--- config.mk ---
export PLATFORM = sky130hd
export DESIGN_NAME = commit_edge_record_parser
export DESIGN_NICKNAME = d
export VERILOG_FILES = /design/src/design/cerp_pkg.sv /design/src/design/cerp_core.sv /design/src/design/cerp_out_buf.sv /design/src/design/commit_edge_record_parser.sv
export SDC_FILE = /design/constraint.sdc
export NUM_CORES = 2
export LEC_CHECK = 0
export BUFFER_PORTS_ARGS = -buffer_cell sky130_fd_sc_hd__buf_2
export CAP_MARGIN = 15
export CORE_UTILIZATION = 35
export DETAILED_ROUTE_END_ITERATION = 8
export PLACE_DENSITY = 0.6
export SLEW_MARGIN = 30
export SYNTH_ARGS = -nofsm -noshare
export SYNTH_HDL_FRONTEND = slang
export SYNTH_SLANG_ARGS = --single-unit
--- constraint.sdc ---
create_clock -name clk_i -period 7.07 [get_ports clk_i]
set_clock_uncertainty 0.1 [all_clocks]
set_input_delay 1.414 -clock clk_i [delete_from_list [all_inputs] [get_ports clk_i]]
set_output_delay 1.414 -clock clk_i [all_outputs]
set_load 0.02 [all_outputs]
--- src/design/cerp_pkg.sv ---
// ----------------------------------------------------------------------------
// cerp_pkg
// Types and constants shared by the commit-edge record parser.
// ----------------------------------------------------------------------------
`default_nettype none

package cerp_pkg;

  localparam int unsigned MaxHashBytesDefault = 32;
  localparam int unsigned CountBitsDefault    = 32;
  localparam int unsigned CfgIdxBits          = 3;
  localparam int unsigned CfgDataBits         = 64;
  localparam int unsigned HashBytesMin        = 20;

  localparam logic [CfgIdxBits-1:0] CfgHashBytes   = 3'd0;
  localparam logic [CfgIdxBits-1:0] CfgQueryEnable = 3'd1;
  localparam logic [CfgIdxBits-1:0] CfgQueryWord0  = 3'd2;
  localparam logic [CfgIdxBits-1:0] CfgQueryWord1  = 3'd3;
  localparam logic [CfgIdxBits-1:0] CfgQueryWord2  = 3'd4;
  localparam logic [CfgIdxBits-1:0] CfgQueryWord3  = 3'd5;

  localparam logic [1:0] VerdictMatch     = 2'd0;
  localparam logic [1:0] VerdictNoMatch   = 2'd1;
  localparam logic [1:0] VerdictMalformed = 2'd2;

  typedef struct packed {
    logic [7:0] data_byte;
    logic       byte_valid;
    logic       record_last;
  } in_item_t;

  typedef struct packed {
    logic [1:0]  verdict;
    logic [31:0] pair_changes;
    logic [31:0] endpoint_count;
    logic [31:0] endpoint_offset;
  } out_item_t;

endpackage

`default_nettype wire

--- src/design/cerp_core.sv ---
// ----------------------------------------------------------------------------
// cerp_core
// Byte-serial record parser: field sequencing, order compares, query match.
// Produces one result per record end.
// ----------------------------------------------------------------------------
`default_nettype none

module cerp_core import cerp_pkg::*; #(
  parameter int unsigned MaxHashBytes = MaxHashBytesDefault,
  parameter int unsigned CountBits    = CountBitsDefault
) (
  input  wire logic       clk_i,
  input  wire logic       rst_ni,
  input  wire logic       item_valid_i,
  input  wire in_item_t   item_i,
  input  wire logic [5:0] hash_bytes_i,
  input  wire logic       query_enable_i,
  input  wire logic [255:0] query_i,
  output logic            res_valid_o,
  output out_item_t       res_o
);

  localparam int unsigned IdxBits = $clog2(MaxHashBytes);

  localparam logic [2:0] PhCount     = 3'd0;
  localparam logic [2:0] PhParent    = 3'd1;
  localparam logic [2:0] PhFlags     = 3'd2;
  localparam logic [2:0] PhChanged   = 3'd3;
  localparam logic [2:0] PhEpCount   = 3'd4;
  localparam logic [2:0] PhEndpoints = 3'd5;
  localparam logic [2:0] PhDone      = 3'd6;

  localparam logic [1:0] OrdEqual   = 2'd0;
  localparam logic [1:0] OrdGreater = 2'd1;
  localparam logic [1:0] OrdLess    = 2'd2;
  localparam logic [1:0] OrdNone    = 2'd3;

  logic [2:0]  phase_q, phase_d;
  logic [5:0]  idx_q, idx_d;
  logic [31:0] acc_q, acc_d;
  logic [31:0] edges_q, edges_d;
  logic [31:0] hashes_q, hashes_d;
  logic [1:0]  ord_q, ord_d;
  logic        qm_q, qm_d;
  logic [31:0] flags_q, flags_d;
  logic [31:0] changed_q, changed_d;
  logic [31:0] pos_q, pos_d;
  logic        found_q, found_d;
  logic        err_q, err_d;
  logic [31:0] s_chg_q, s_chg_d, s_cnt_q, s_cnt_d, s_off_q, s_off_d;

  logic [7:0] parent_mem [MaxHashBytes];
  logic [7:0] endp_mem [MaxHashBytes];
  logic [7:0] parent_rd_q;
  logic [7:0] endp_rd_q;

  logic [5:0]  hlen;
  logic [7:0]  b;
  logic [31:0] acc_sh;
  logic        word_done;
  logic        idx_ok;
  logic [IdxBits-1:0] widx;
  logic [IdxBits-1:0] ridx;
  logic [7:0]  old_byte;
  logic [7:0]  qbyte;
  logic        last_hash_byte;
  logic [1:0]  ord_new;
  logic        cnt_big;
  logic        wr_parent, wr_endp;

  always_comb begin
    if (hash_bytes_i < 6'(HashBytesMin)) begin
      hlen = 6'(HashBytesMin);
    end else if (32'(hash_bytes_i) > MaxHashBytes) begin
      hlen = 6'(MaxHashBytes);
    end else begin
      hlen = hash_bytes_i;
    end
  end

  assign b        = item_i.data_byte;
  assign acc_sh   = {acc_q[23:0], b};
  assign idx_ok   = 32'(idx_q) < MaxHashBytes;
  assign widx     = idx_q[IdxBits-1:0];
  assign ridx     = idx_d[IdxBits-1:0];
  assign old_byte = (phase_q == PhParent) ? parent_rd_q : endp_rd_q;
  assign qbyte    = (idx_q < 6'd32) ? query_i[255 - 8*idx_q[4:0] -: 8] : 8'd0;
  assign last_hash_byte = (idx_q + 6'd1) >= hlen;
  assign cnt_big  = (CountBits < 32) ? ((acc_sh >> CountBits) != 32'd0) : 1'b0;

  always_comb begin
    ord_new = ord_q;
    if (idx_ok && ord_q == OrdEqual) begin
      if (b > old_byte) begin
        ord_new = OrdGreater;
      end else if (b < old_byte) begin
        ord_new = OrdLess;
      end
    end
  end

  always_comb begin
    phase_d = phase_q; idx_d = idx_q; acc_d = acc_q; edges_d = edges_q;
    hashes_d = hashes_q; ord_d = ord_q; qm_d = qm_q; flags_d = flags_q;
    changed_d = changed_q; pos_d = pos_q; found_d = found_q; err_d = err_q;
    s_chg_d = s_chg_q; s_cnt_d = s_cnt_q; s_off_d = s_off_q;
    word_done = 1'b0;
    wr_parent = 1'b0;
    wr_endp   = 1'b0;
    if (item_valid_i && item_i.byte_valid) begin
      pos_d = pos_q + 32'd1;
      if (!err_q) begin
        if (phase_q == PhCount || phase_q == PhFlags ||
            phase_q == PhChanged || phase_q == PhEpCount) begin
          acc_d = acc_sh;
          if (idx_q >= 6'd3) begin
            word_done = 1'b1;
            idx_d = '0;
          end else begin
            idx_d = idx_q + 6'd1;
          end
        end
        unique case (phase_q)
          PhCount: begin
            if (word_done) begin
              if (acc_sh == 32'd0 || cnt_big) begin
                err_d = 1'b1;
              end else begin
                edges_d = acc_sh;
                phase_d = PhParent; idx_d = '0; ord_d = OrdNone; qm_d = 1'b1;
              end
            end
          end
          PhParent: begin
            wr_parent = idx_ok;
            ord_d = ord_new;
            if (b != qbyte) qm_d = 1'b0;
            if (last_hash_byte) begin
              if (ord_new == OrdEqual || ord_new == OrdLess) err_d = 1'b1;
              phase_d = PhFlags; idx_d = '0; acc_d = '0;
            end else begin
              idx_d = idx_q + 6'd1;
            end
          end
          PhFlags: begin
            if (word_done) begin
              flags_d = acc_sh;
              if (acc_sh[31:1] != 31'd0) err_d = 1'b1;
              phase_d = PhChanged;
            end
          end
          PhChanged: begin
            if (word_done) begin
              changed_d = acc_sh;
              phase_d = PhEpCount;
            end
          end
          PhEpCount: begin
            if (word_done) begin
              if (cnt_big) begin
                err_d = 1'b1;
              end else begin
                hashes_d = acc_sh;
                if (query_enable_i && qm_q && flags_q[0]) begin
                  found_d = 1'b1;
                  s_chg_d = changed_q; s_cnt_d = acc_sh; s_off_d = pos_q + 32'd1;
                end
                if (acc_sh == 32'd0) begin
                  edges_d = edges_q - 32'd1;
                  if (edges_q == 32'd1) begin
                    phase_d = PhDone;
                  end else begin
                    phase_d = PhParent; idx_d = '0; ord_d = OrdEqual; qm_d = 1'b1;
                  end
                end else begin
                  phase_d = PhEndpoints; idx_d = '0; ord_d = OrdNone;
                end
              end
            end
          end
          PhEndpoints: begin
            wr_endp = idx_ok;
            ord_d = ord_new;
            if (last_hash_byte) begin
              if (ord_new == OrdEqual || ord_new == OrdLess) err_d = 1'b1;
              idx_d = '0; ord_d = OrdEqual;
              hashes_d = hashes_q - 32'd1;
              if (hashes_q == 32'd1) begin
                edges_d = edges_q - 32'd1;
                if (edges_q == 32'd1) begin
                  phase_d = PhDone;
                end else begin
                  phase_d = PhParent; ord_d = OrdEqual; qm_d = 1'b1;
                end
              end
            end else begin
              idx_d = idx_q + 6'd1;
            end
          end
          default: err_d = 1'b1;
        endcase
      end
    end
  end

  // Verdict from the post-byte state, then the record state returns to reset.
  always_comb begin
    res_o = '0;
    if (err_d || phase_d != PhDone) begin
      res_o.verdict = VerdictMalformed;
    end else if (found_d) begin
      res_o.verdict         = VerdictMatch;
      res_o.pair_changes    = s_chg_d;
      res_o.endpoint_count  = s_cnt_d;
      res_o.endpoint_offset = s_off_d;
    end else begin
      res_o.verdict = VerdictNoMatch;
    end
  end
  assign res_valid_o = item_valid_i && item_i.record_last;

  // The stores are read at the index the next hash byte will use, through a
  // register, so the stored byte is waiting there when that byte arrives.
  always_ff @(posedge clk_i) begin
    if (wr_parent) parent_mem[widx] <= b;
    if (wr_endp) endp_mem[widx] <= b;
    parent_rd_q <= parent_mem[ridx];
    endp_rd_q   <= endp_mem[ridx];
  end

  always_ff @(posedge clk_i or negedge rst_ni) begin
    if (!rst_ni) begin
      phase_q <= PhCount; idx_q <= '0; acc_q <= '0; edges_q <= '0; hashes_q <= '0;
      ord_q <= OrdEqual; qm_q <= 1'b1; flags_q <= '0; changed_q <= '0; pos_q <= '0;
      found_q <= 1'b0; err_q <= 1'b0; s_chg_q <= '0; s_cnt_q <= '0; s_off_q <= '0;
    end else if (res_valid_o) begin
      phase_q <= PhCount; idx_q <= '0; acc_q <= '0; edges_q <= '0; hashes_q <= '0;
      ord_q <= OrdEqual; qm_q <= 1'b1; flags_q <= '0; changed_q <= '0; pos_q <= '0;
      found_q <= 1'b0; err_q <= 1'b0; s_chg_q <= '0; s_cnt_q <= '0; s_off_q <= '0;
    end else begin
      phase_q <= phase_d; idx_q <= idx_d; acc_q <= acc_d; edges_q <= edges_d;
      hashes_q <= hashes_d; ord_q <= ord_d; qm_q <= qm_d; flags_q <= flags_d;
      changed_q <= changed_d; pos_q <= pos_d; found_q <= found_d; err_q <= err_d;
      s_chg_q <= s_chg_d; s_cnt_q <= s_cnt_d; s_off_q <= s_off_d;
    end
  end

endmodule

`default_nettype wire

--- src/design/cerp_out_buf.sv ---
// ----------------------------------------------------------------------------
// cerp_out_buf
// Two-entry output buffer so the parser keeps taking bytes while a verdict
// waits for the downstream side.
// ----------------------------------------------------------------------------
`default_nettype none

module cerp_out_buf import cerp_pkg::*; (
  input  wire logic      clk_i,
  input  wire logic      rst_ni,
  input  wire logic      push_i,
  input  wire out_item_t push_data_i,
  output logic           space_o,
  output logic           valid_o,
  input  wire logic      ready_i,
  output out_item_t      data_o
);

  out_item_t  mem_q [2];
  logic       wptr_q, rptr_q;
  logic [1:0] cnt_q;
  logic       pop;

  assign pop     = valid_o && ready_i;
  assign valid_o = cnt_q != 2'd0;
  assign data_o  = mem_q[rptr_q];
  // A push is only offered when a slot is free or one is leaving this cycle.
  assign space_o = (cnt_q != 2'd2) || pop;

  always_ff @(posedge clk_i) begin
    if (push_i) mem_q[wptr_q] <= push_data_i;
  end

  always_ff @(posedge clk_i or negedge rst_ni) begin
    if (!rst_ni) begin
      wptr_q <= 1'b0;
      rptr_q <= 1'b0;
      cnt_q  <= 2'd0;
    end else begin
      if (push_i) wptr_q <= ~wptr_q;
      if (pop) rptr_q <= ~rptr_q;
      cnt_q <= cnt_q + 2'(push_i) - 2'(pop);
    end
  end

endmodule

`default_nettype wire

--- src/design/commit_edge_record_parser.sv ---
// ----------------------------------------------------------------------------
// commit_edge_record_parser
// A streaming validator for one big-endian commit-edge record, fed one byte per
// transaction. It accepts a byte in every cycle with buffer space; each byte
// passes through the field sequencer in that cycle, and the verdict transaction
// of a record appears on the output in the cycle after its last input
// transaction, held in a two-entry buffer so input keeps flowing while the
// verdict waits. Input stalls only when both buffer entries are full.
// Configuration is taken on any cycle with cfg_we_i high.
// ----------------------------------------------------------------------------
`default_nettype none

module commit_edge_record_parser import cerp_pkg::*; #(
  parameter int unsigned MaxHashBytes = MaxHashBytesDefault,
  parameter int unsigned CountBits    = CountBitsDefault
) (
  input  wire logic                   clk_i,
  input  wire logic                   rst_ni,
  input  wire logic                   in_valid_i,
  output logic                        in_ready_o,
  input  wire in_item_t               in_data_i,
  output logic                        out_valid_o,
  input  wire logic                   out_ready_i,
  output out_item_t                   out_data_o,
  input  wire logic                   cfg_we_i,
  input  wire logic [CfgIdxBits-1:0]  cfg_idx_i,
  input  wire logic [CfgDataBits-1:0] cfg_data_i
);

  logic [5:0]   hash_bytes_q;
  logic         query_en_q;
  logic [255:0] query_q;
  logic         item_valid;
  logic         res_valid;
  out_item_t    res;
  logic         space;

  always_ff @(posedge clk_i or negedge rst_ni) begin
    if (!rst_ni) begin
      hash_bytes_q <= 6'd20;
      query_en_q   <= 1'b0;
      query_q      <= '0;
    end else if (cfg_we_i) begin
      unique case (cfg_idx_i)
        CfgHashBytes:   hash_bytes_q <= cfg_data_i[5:0];
        CfgQueryEnable: query_en_q <= cfg_data_i[0];
        CfgQueryWord0:  query_q[255:192] <= cfg_data_i;
        CfgQueryWord1:  query_q[191:128] <= cfg_data_i;
        CfgQueryWord2:  query_q[127:64] <= cfg_data_i;
        CfgQueryWord3:  query_q[63:0] <= cfg_data_i;
        default: ;
      endcase
    end
  end

  assign in_ready_o = space;
  assign item_valid = in_valid_i && space;

  cerp_core #(.MaxHashBytes(MaxHashBytes), .CountBits(CountBits)) u_core (
    .clk_i, .rst_ni,
    .item_valid_i(item_valid), .item_i(in_data_i),
    .hash_bytes_i(hash_bytes_q), .query_enable_i(query_en_q), .query_i(query_q),
    .res_valid_o(res_valid), .res_o(res)
  );

  cerp_out_buf u_buf (
    .clk_i, .rst_ni,
    .push_i(res_valid), .push_data_i(res), .space_o(space),
    .valid_o(out_valid_o), .ready_i(out_ready_i), .data_o(out_data_o)
  );

endmodule

`default_nettype wire

Yosys cells after proc, flatten, opt, wreduce, memory -nomap -nowiden
Memories as Yosys holds them, arrays and structs flattened. A register that Yosys moved wholly into a read port is not among the register bits.
Index checks and enable logic that the tools add are counted.
Storage, ports and cells
  memories: 3
  bits of input ports: 82
  register bits after elaboration: 538
  output and inout bits: 100
  logic and storage cells: 254
  memory bits (writable): 708
Memory list
  u_core.endp_mem: words 32, width 8, read ports 1, clocked after memory_dff 1, wr ports 1, RTL line cerp_core.sv:53  | logic [7:0] endp_mem [MaxHashBytes];
  u_core.parent_mem: words 32, width 8, read ports 1, clocked after memory_dff 1, wr ports 1, RTL line cerp_core.sv:52  | logic [7:0] parent_mem [MaxHashBytes];
  u_buf.mem_q: words 2, width 98, read ports 1, clocked after memory_dff 0, wr ports 1, RTL line cerp_out_buf.sv:19  | out_item_t mem_q [2];
Operators by class
  equal/unequal tests: 25
  shift-type cells: 1
  reductions and logical operators: 42
  mux-type cells: 141
  bitwise logic cells: 2
  add/sub/neg operators: 7
  order comparisons: 8
Operators by type and width (number)
  two-way mux 32 bit: 44
  indexed part select 263 x 33 -> 8 bit: 1
  two-way mux 96 bit: 2
  case mux 32 bit (3 select lines): 1
  two-way mux 6 bit: 13
  == test 32 x 1 -> 1 bit, second input constant: 2
  case mux 32 bit (2 select lines): 1
  subtractor 32 x 1 -> 32 bit, second input constant: 2
  two-way mux 1 bit: 47
  two-way mux 3 bit: 13
  adder 32 x 1 -> 32 bit, second input constant: 1
  logical NOT 32 bit: 1
  nonzero test 31 bit: 1
  two-way mux 2 bit: 13
  case mux 3 bit (6 select lines): 1
  case mux 6 bit (3 select lines): 1
  two-way mux 8 bit: 2
  inequality test 3 x 2 -> 1 bit, second input constant: 5
  AND reduction 2 bit: 7
  == test 3 x 2 -> 1 bit, second input constant: 4
  == test 3 bit, second input constant: 4
  < comparator 6 bit, second input constant: 2
  AND reduction 10 bit: 1
  nonzero test 2 bit: 5
  other kinds (33): 52

Logic depth before layout (Yosys ltp)
  depth in word-level cells: 15
  depth in mapped cells: 19
  gate-level depth less buffers: 13

Cells and area by module
Synthesis repeated with hierarchy kept, for this count alone.
Unflattened totals
  cell total of the unflattened synthesis: 4335
  area total of the unflattened synthesis: 54547.3 µm²
Modules (own cells, without submodules)
  cerp_core: seq. area each 22277.6 µm², instances 1, area each 37334.6 µm², cells an instance 3451
  commit_edge_record_parser: seq. area each 6583.8 µm², instances 1, area each 9909.5 µm², cells an instance 561
  cerp_out_buf: seq. area each 5985.7 µm², instances 1, area each 7303.3 µm², cells an instance 323

Worst setup path after synthesis
OpenSTA, ideal clock, no wires.
  path kind: input -> register
  start point: input out_ready_i
  end point: memory u_buf.mem_q[0][0] in the netlist's numbering (enable)
  library setup time: 0.556 ns
  stages on the path: 8
  path slack: -0.181 ns
  buffers on the path: 3
  arrival time: 6.595 ns
  required time: 6.414 ns
  path through: nor3b_1 inv_1 and3_1 clkbuf_1 inv_1 clkbuf_1 buf_1 nor2_1
On the way
  word-level cells in the longest chain between the ends: 6
Ends and longest elaborated chain
  start, declared: RTL line commit_edge_record_parser.sv:23  | input wire logic out_ready_i,
  logical AND 1 bit: RTL line cerp_out_buf.sv:24  | assign pop = valid_o && ready_i;
  logical OR 1 bit: RTL line cerp_out_buf.sv:28  | assign space_o = (cnt_q != 2'd2) || pop;
  named net in_ready_o: RTL line commit_edge_record_parser.sv:20  | output logic in_ready_o,
  logical AND 1 bit: RTL line commit_edge_record_parser.sv:57  | assign item_valid = in_valid_i && space;
  logical AND 1 bit: RTL line cerp_core.sv:220  | assign res_valid_o = item_valid_i && item_i.record_last;
  two-way mux 1 bit: RTL line cerp_out_buf.sv:31  | if (push_i) mem_q[wptr_q] <= push_data_i;
  two-way mux 1 bit (not written as such): RTL line cerp_out_buf.sv:31
  end, declared: RTL line cerp_out_buf.sv:19
The timed path passes the listed nets, and every way through them passes these cells.

Final worst setup path
  start point: register u_core.idx_q[0]
  end point: register u_core.parent_rd_q[3] (read register of u_core.parent_mem)
On the way
  word-level cells in the longest chain between the ends: 9
  elaborated cells between the ends (all ways): 18
  those cells by class: 1 x add/sub; 2 x order compare; 15 x mux
Ends and longest elaborated chain
  start, declared: RTL line cerp_core.sv:39  | logic [5:0] idx_q, idx_d;
  start signal, assigned: RTL line cerp_core.sv:233  | phase_q <= PhCount; idx_q <= '0; acc_q <= '0; edges_q <= '0; hashes_q <= '0;
  start signal, assigned: RTL line cerp_core.sv:237  | phase_q <= PhCount; idx_q <= '0; acc_q <= '0; edges_q <= '0; hashes_q <= '0;
  start signal, assigned: RTL line cerp_core.sv:241  | phase_q <= phase_d; idx_q <= idx_d; acc_q <= acc_d; edges_q <= edges_d;
  branches (longest 8 deep; another with adder 6 x 1 -> 6 bit)
  two-way mux 6 bit *: RTL line cerp_core.sv:110  | if (item_valid_i && item_i.byte_valid) begin
  end, declared: RTL line cerp_core.sv:54  | logic [7:0] parent_rd_q;
Mark *: on every way between the ends. The select of a mux whose other input is x is not followed.
A chain may end at the register's enable or synchronous reset.

==> flow_summary.yaml <==
sta:
  min_period_ps: 5670
  fin_tns_setup_ps: 0
  tightestPinTransition_ps: 1070
  fin_crit_sh_pct: 80.2
  grt_setup_unrepaired: "no"
  maxSlewHeadroom_pct: 28.4
  fmax_ghz: 0.176
  report.final.slew_viol_count: 0
  setup_viol: 0
  hold_violations: 0
placed_design:
  place_area_sq_um: 58200
  port-buffer-count: 181
  place.gp.congestion: 0.863
  dp_hpwl_mm: 94.8
hold_path:
  hold_path.class: "reg2reg"
clock_tree:
  postCtsSetupBuffers: 0
  clockBufferDepth: 3
  ctsResizeCount: 0
  cts_hold_buf: 0
  cts_root_buf: "clkbuf_16"
  cts-htree-levels: 4
  clk_latency_ps: 800
  cts_buffers: 138
  cts_tree: "yes"
  cts.clk_slew.worst_paths_ps: 60
  clock_sinks: 1254
power_and_ir_drop:
  p_leak_nw: 24.0
  p_comb_share_pct: 26.1
  peakVddDrop_mv: 0.246
  p_seq_share_pct: 41.4
  power_density_nw_per_um2: 349
  p_sw_share_pct: 32.9
  internal_power_w: 0.0147
  p_clk_share_pct: 32.6
  switching_power_w: 0.00720
detailed_routing:
  dr.pass1.iters: 6
  postRouteAntennaNets: 0
  via_count: 35800
  wl_mm: 149
  via_per_inst: 5.51
  drt-initial-drc-count: 3547
  drc: 0
  wire_per_inst_microns: 23.0
cells_and_area:
  syn_to_final_growth_pct: 14.4
  drive_gt1_share_pct: 21.6
  postLayoutCellArea_sq_um: 62800
  n_fill_cell: 14400
  nets: 4439
worst_setup_path:
  crit_fanout: 61
  cpPeakStageDelay_ps: 790
  critPathLaunchType: "register"
  crit_type: "reg2reg"
  crit_path_end_kind: "register"
  critical_path_arrival_ps: 6220
  crit_chain: "ha_1, nand3_1, or2_2, nand2_1, ha_1, nand3_1, o21ai_1, a21o_4, buf_4, buf_4, mux2i_1, mux2i_1, o2111ai_1, o22ai_1"
  slowest_stage: "a21o_4"
  path_delay_family: "compound AO/OA/AOI/OAI gates"
  worstPathRequired_ps: 7620
  cp_num_buf_inv: 2
logic_synthesis:
  synth_edf_count: 708
  async_reset_ff_share_pct: 42.3
  ys_ff_latch: 1254
  synth_cell_types: 75
  synth.avg_cell_area_sq_um: 13.0
  yosysSeqAreaShare_pct: 63.5
  synth_warnings: 0
  syn-num-nets: 4332
  synth_area_sq_um: 54900
  synth_ff_type: "edfxtp_1"
  synth_cells: 4225
flow_run:
  drv_cap: 0
floorplan:
  dieWidth_microns: 398
  pin_count: 182
  die_y_microns: 398
  dieArea_sq_um: 158000
  start_util_pct: 35.4
  num_rows: 144
  coreArea_sq_um: 155000
status:
  status: "complete, no violations"
global_routing:
  grt_pass1_wl_mm: 226
  grt_util_all_layers_pct: 18.7
  antenna_found_initial: 27
  gr-total-overflow: 0
  grt_pass1_vias: 35000
  grt_max_degree: 168
worst paths after layout:
| check | from | endpoint | slack (ps) | cells past startpoint |
|---|---|---|---|---|
| setup / recovery | u_core.idx_q[0] | u_core.parent_rd_q[3] | 1400 | 14 |
| hold / removal | u_buf.cnt_q[1] | u_buf.cnt_q[1] | 390 | 1 |
| setup reg to reg | u_core.idx_q[0] | u_core.parent_rd_q[3] | 1400 | 14 |
| hold reg to reg | u_buf.cnt_q[1] | u_buf.cnt_q[1] | 390 | 1 |
| max in group asynchronous | rst_ni | u_core.s_chg_q[5] | 4850 | 3 |
| min in group asynchronous | rst_ni | query_q[144] | 540 | 1 |
cells by family (layout without fill, tap and decap cells):
kind of cell / count (synthesis) / after routing / synth area share [%]
other: 0 / 5 / 0
buffers and inverters: 355 / 573 / 2.55
adders and majority gates: 25 / 25 / 0.570
AOI/OAI and AO/OA: 674 / 674 / 7.89
DFF: 1254 / 1254 / 63.5
muxes: 724 / 724 / 14.9
and+or+nand+nor: 1150 / 1150 / 9.90
xor gates and xnor gates: 43 / 43 / 0.686
area by class of cell:
type	count	area [sq um]	area share [%]
sequential	1254	34900	55.5
inverter	63	236	0.377
clock inverter	55	661	1.05
tap	2044	2560	4.07
multi-input combinational	2616	18900	30.0
clock buffer	196	3850	6.13
antenna	5	12.5	0.0199
timing repair buffer	259	1760	2.81
through the flow:
stage / util (%) / setup WS [ps] / power, W / std cells / hold slack (ps)
after global routing: 40.5 / 1270 / 0.0228 / 6490 / 413
after detailed placement: 37.5 / 1600 / 0.0149 / 6232 / 377
after floorplan: - / 1470 / 0.0129 / 4225 / 352
final: 40.5 / 1400 / 0.0219 / 6492 / 387
after global placement: 37.5 / 1630 / 0.0148 / 6229 / 371
after CTS: 40.4 / 1530 / 0.0220 / 6483 / 390
power groups by stage:
stage | logic [W] | clock network [W] | registers (W)
3_5_place_dp | 0.00568 | 0 | 0.00919
6_report | 0.00571 | 0.00714 | 0.00906
3_3_place_gp | 0.00562 | 0 | 0.00916
2_1_floorplan | 0.00407 | 0 | 0.00886
5_1_grt | 0.00615 | 0.00753 | 0.00913
4_1_cts | 0.00570 | 0.00726 | 0.00905
synthesized netlist by cell type (63+ instances only):
master / count / share of area (%)
nand2_1: 398 / 2.7
nor2_1: 330 / 2.3
o21ai_0: 161 / 1.5
edfxtp_1: 708 / 39
mux2i_1: 299 / 5.5
a21oi_1: 185 / 1.7
nand3_1: 96 / 0.87
a211oi_1: 83 / 1.1
dfrtp_1: 527 / 24
clkbuf_1: 222 / 1.5
inv_1: 63 / 0.43
nor4_1: 105 / 1.2
mux2_2: 387 / 7.9
flip-flops by register name, summed over array words and instances (netlist names), 3 cells and up:
register / count
u_core.acc_q: 24
u_core.s_off_q: 32
u_core.hashes_q: 32
u_core.changed_q: 32
u_core.s_chg_q: 32
u_core.parent_mem: 256
u_core.parent_rd_q: 8
query_q: 256
u_buf.mem_q: 196
u_core.s_cnt_q: 32
u_core.pos_q: 32
u_core.phase_q: 3
u_core.idx_q: 6
u_core.edges_q: 32
u_core.endp_rd_q: 8
u_core.endp_mem: 256
hash_bytes_q: 6
per-layer routing:
metal	up-vias	track usage [%]	share of wire, %
met5	-	0	0.16
met4	38	5.33	2.4
met3	261	3.69	6.8
met2	1235	28.1	45
met1	18200	27.2	46
li1	16000	-	-
cell usage in the layout, fill, tap and decap left out, types with 18 or more instances in the layout:
master	synthesis	layout
nor2_1	330	317
nor4_1	105	104
xor2_1	20	20
nand4_1	18	18
o221ai_1	25	25
mux2i_1	299	299
edfxtp_1	708	708
xnor2_1	23	23
a211oi_1	83	83
mux2_2	387	387
buf_2	36	176
nor2b_1	27	26
nor4_2	20	21
mux4_2	38	38
dfrtp_1	527	524
buf_4	0	63
nand3_1	96	95
and3_1	23	21
a21oi_1	185	182
ha_1	25	25
o22ai_1	46	46
nor3_1	40	39
nand2_1	398	397
a22oi_1	27	27
inv_1	63	63
o21ai_0	161	161
clkbuf_1	222	41
clkbuf_16	0	139
(Power assumes the default switching activity.)
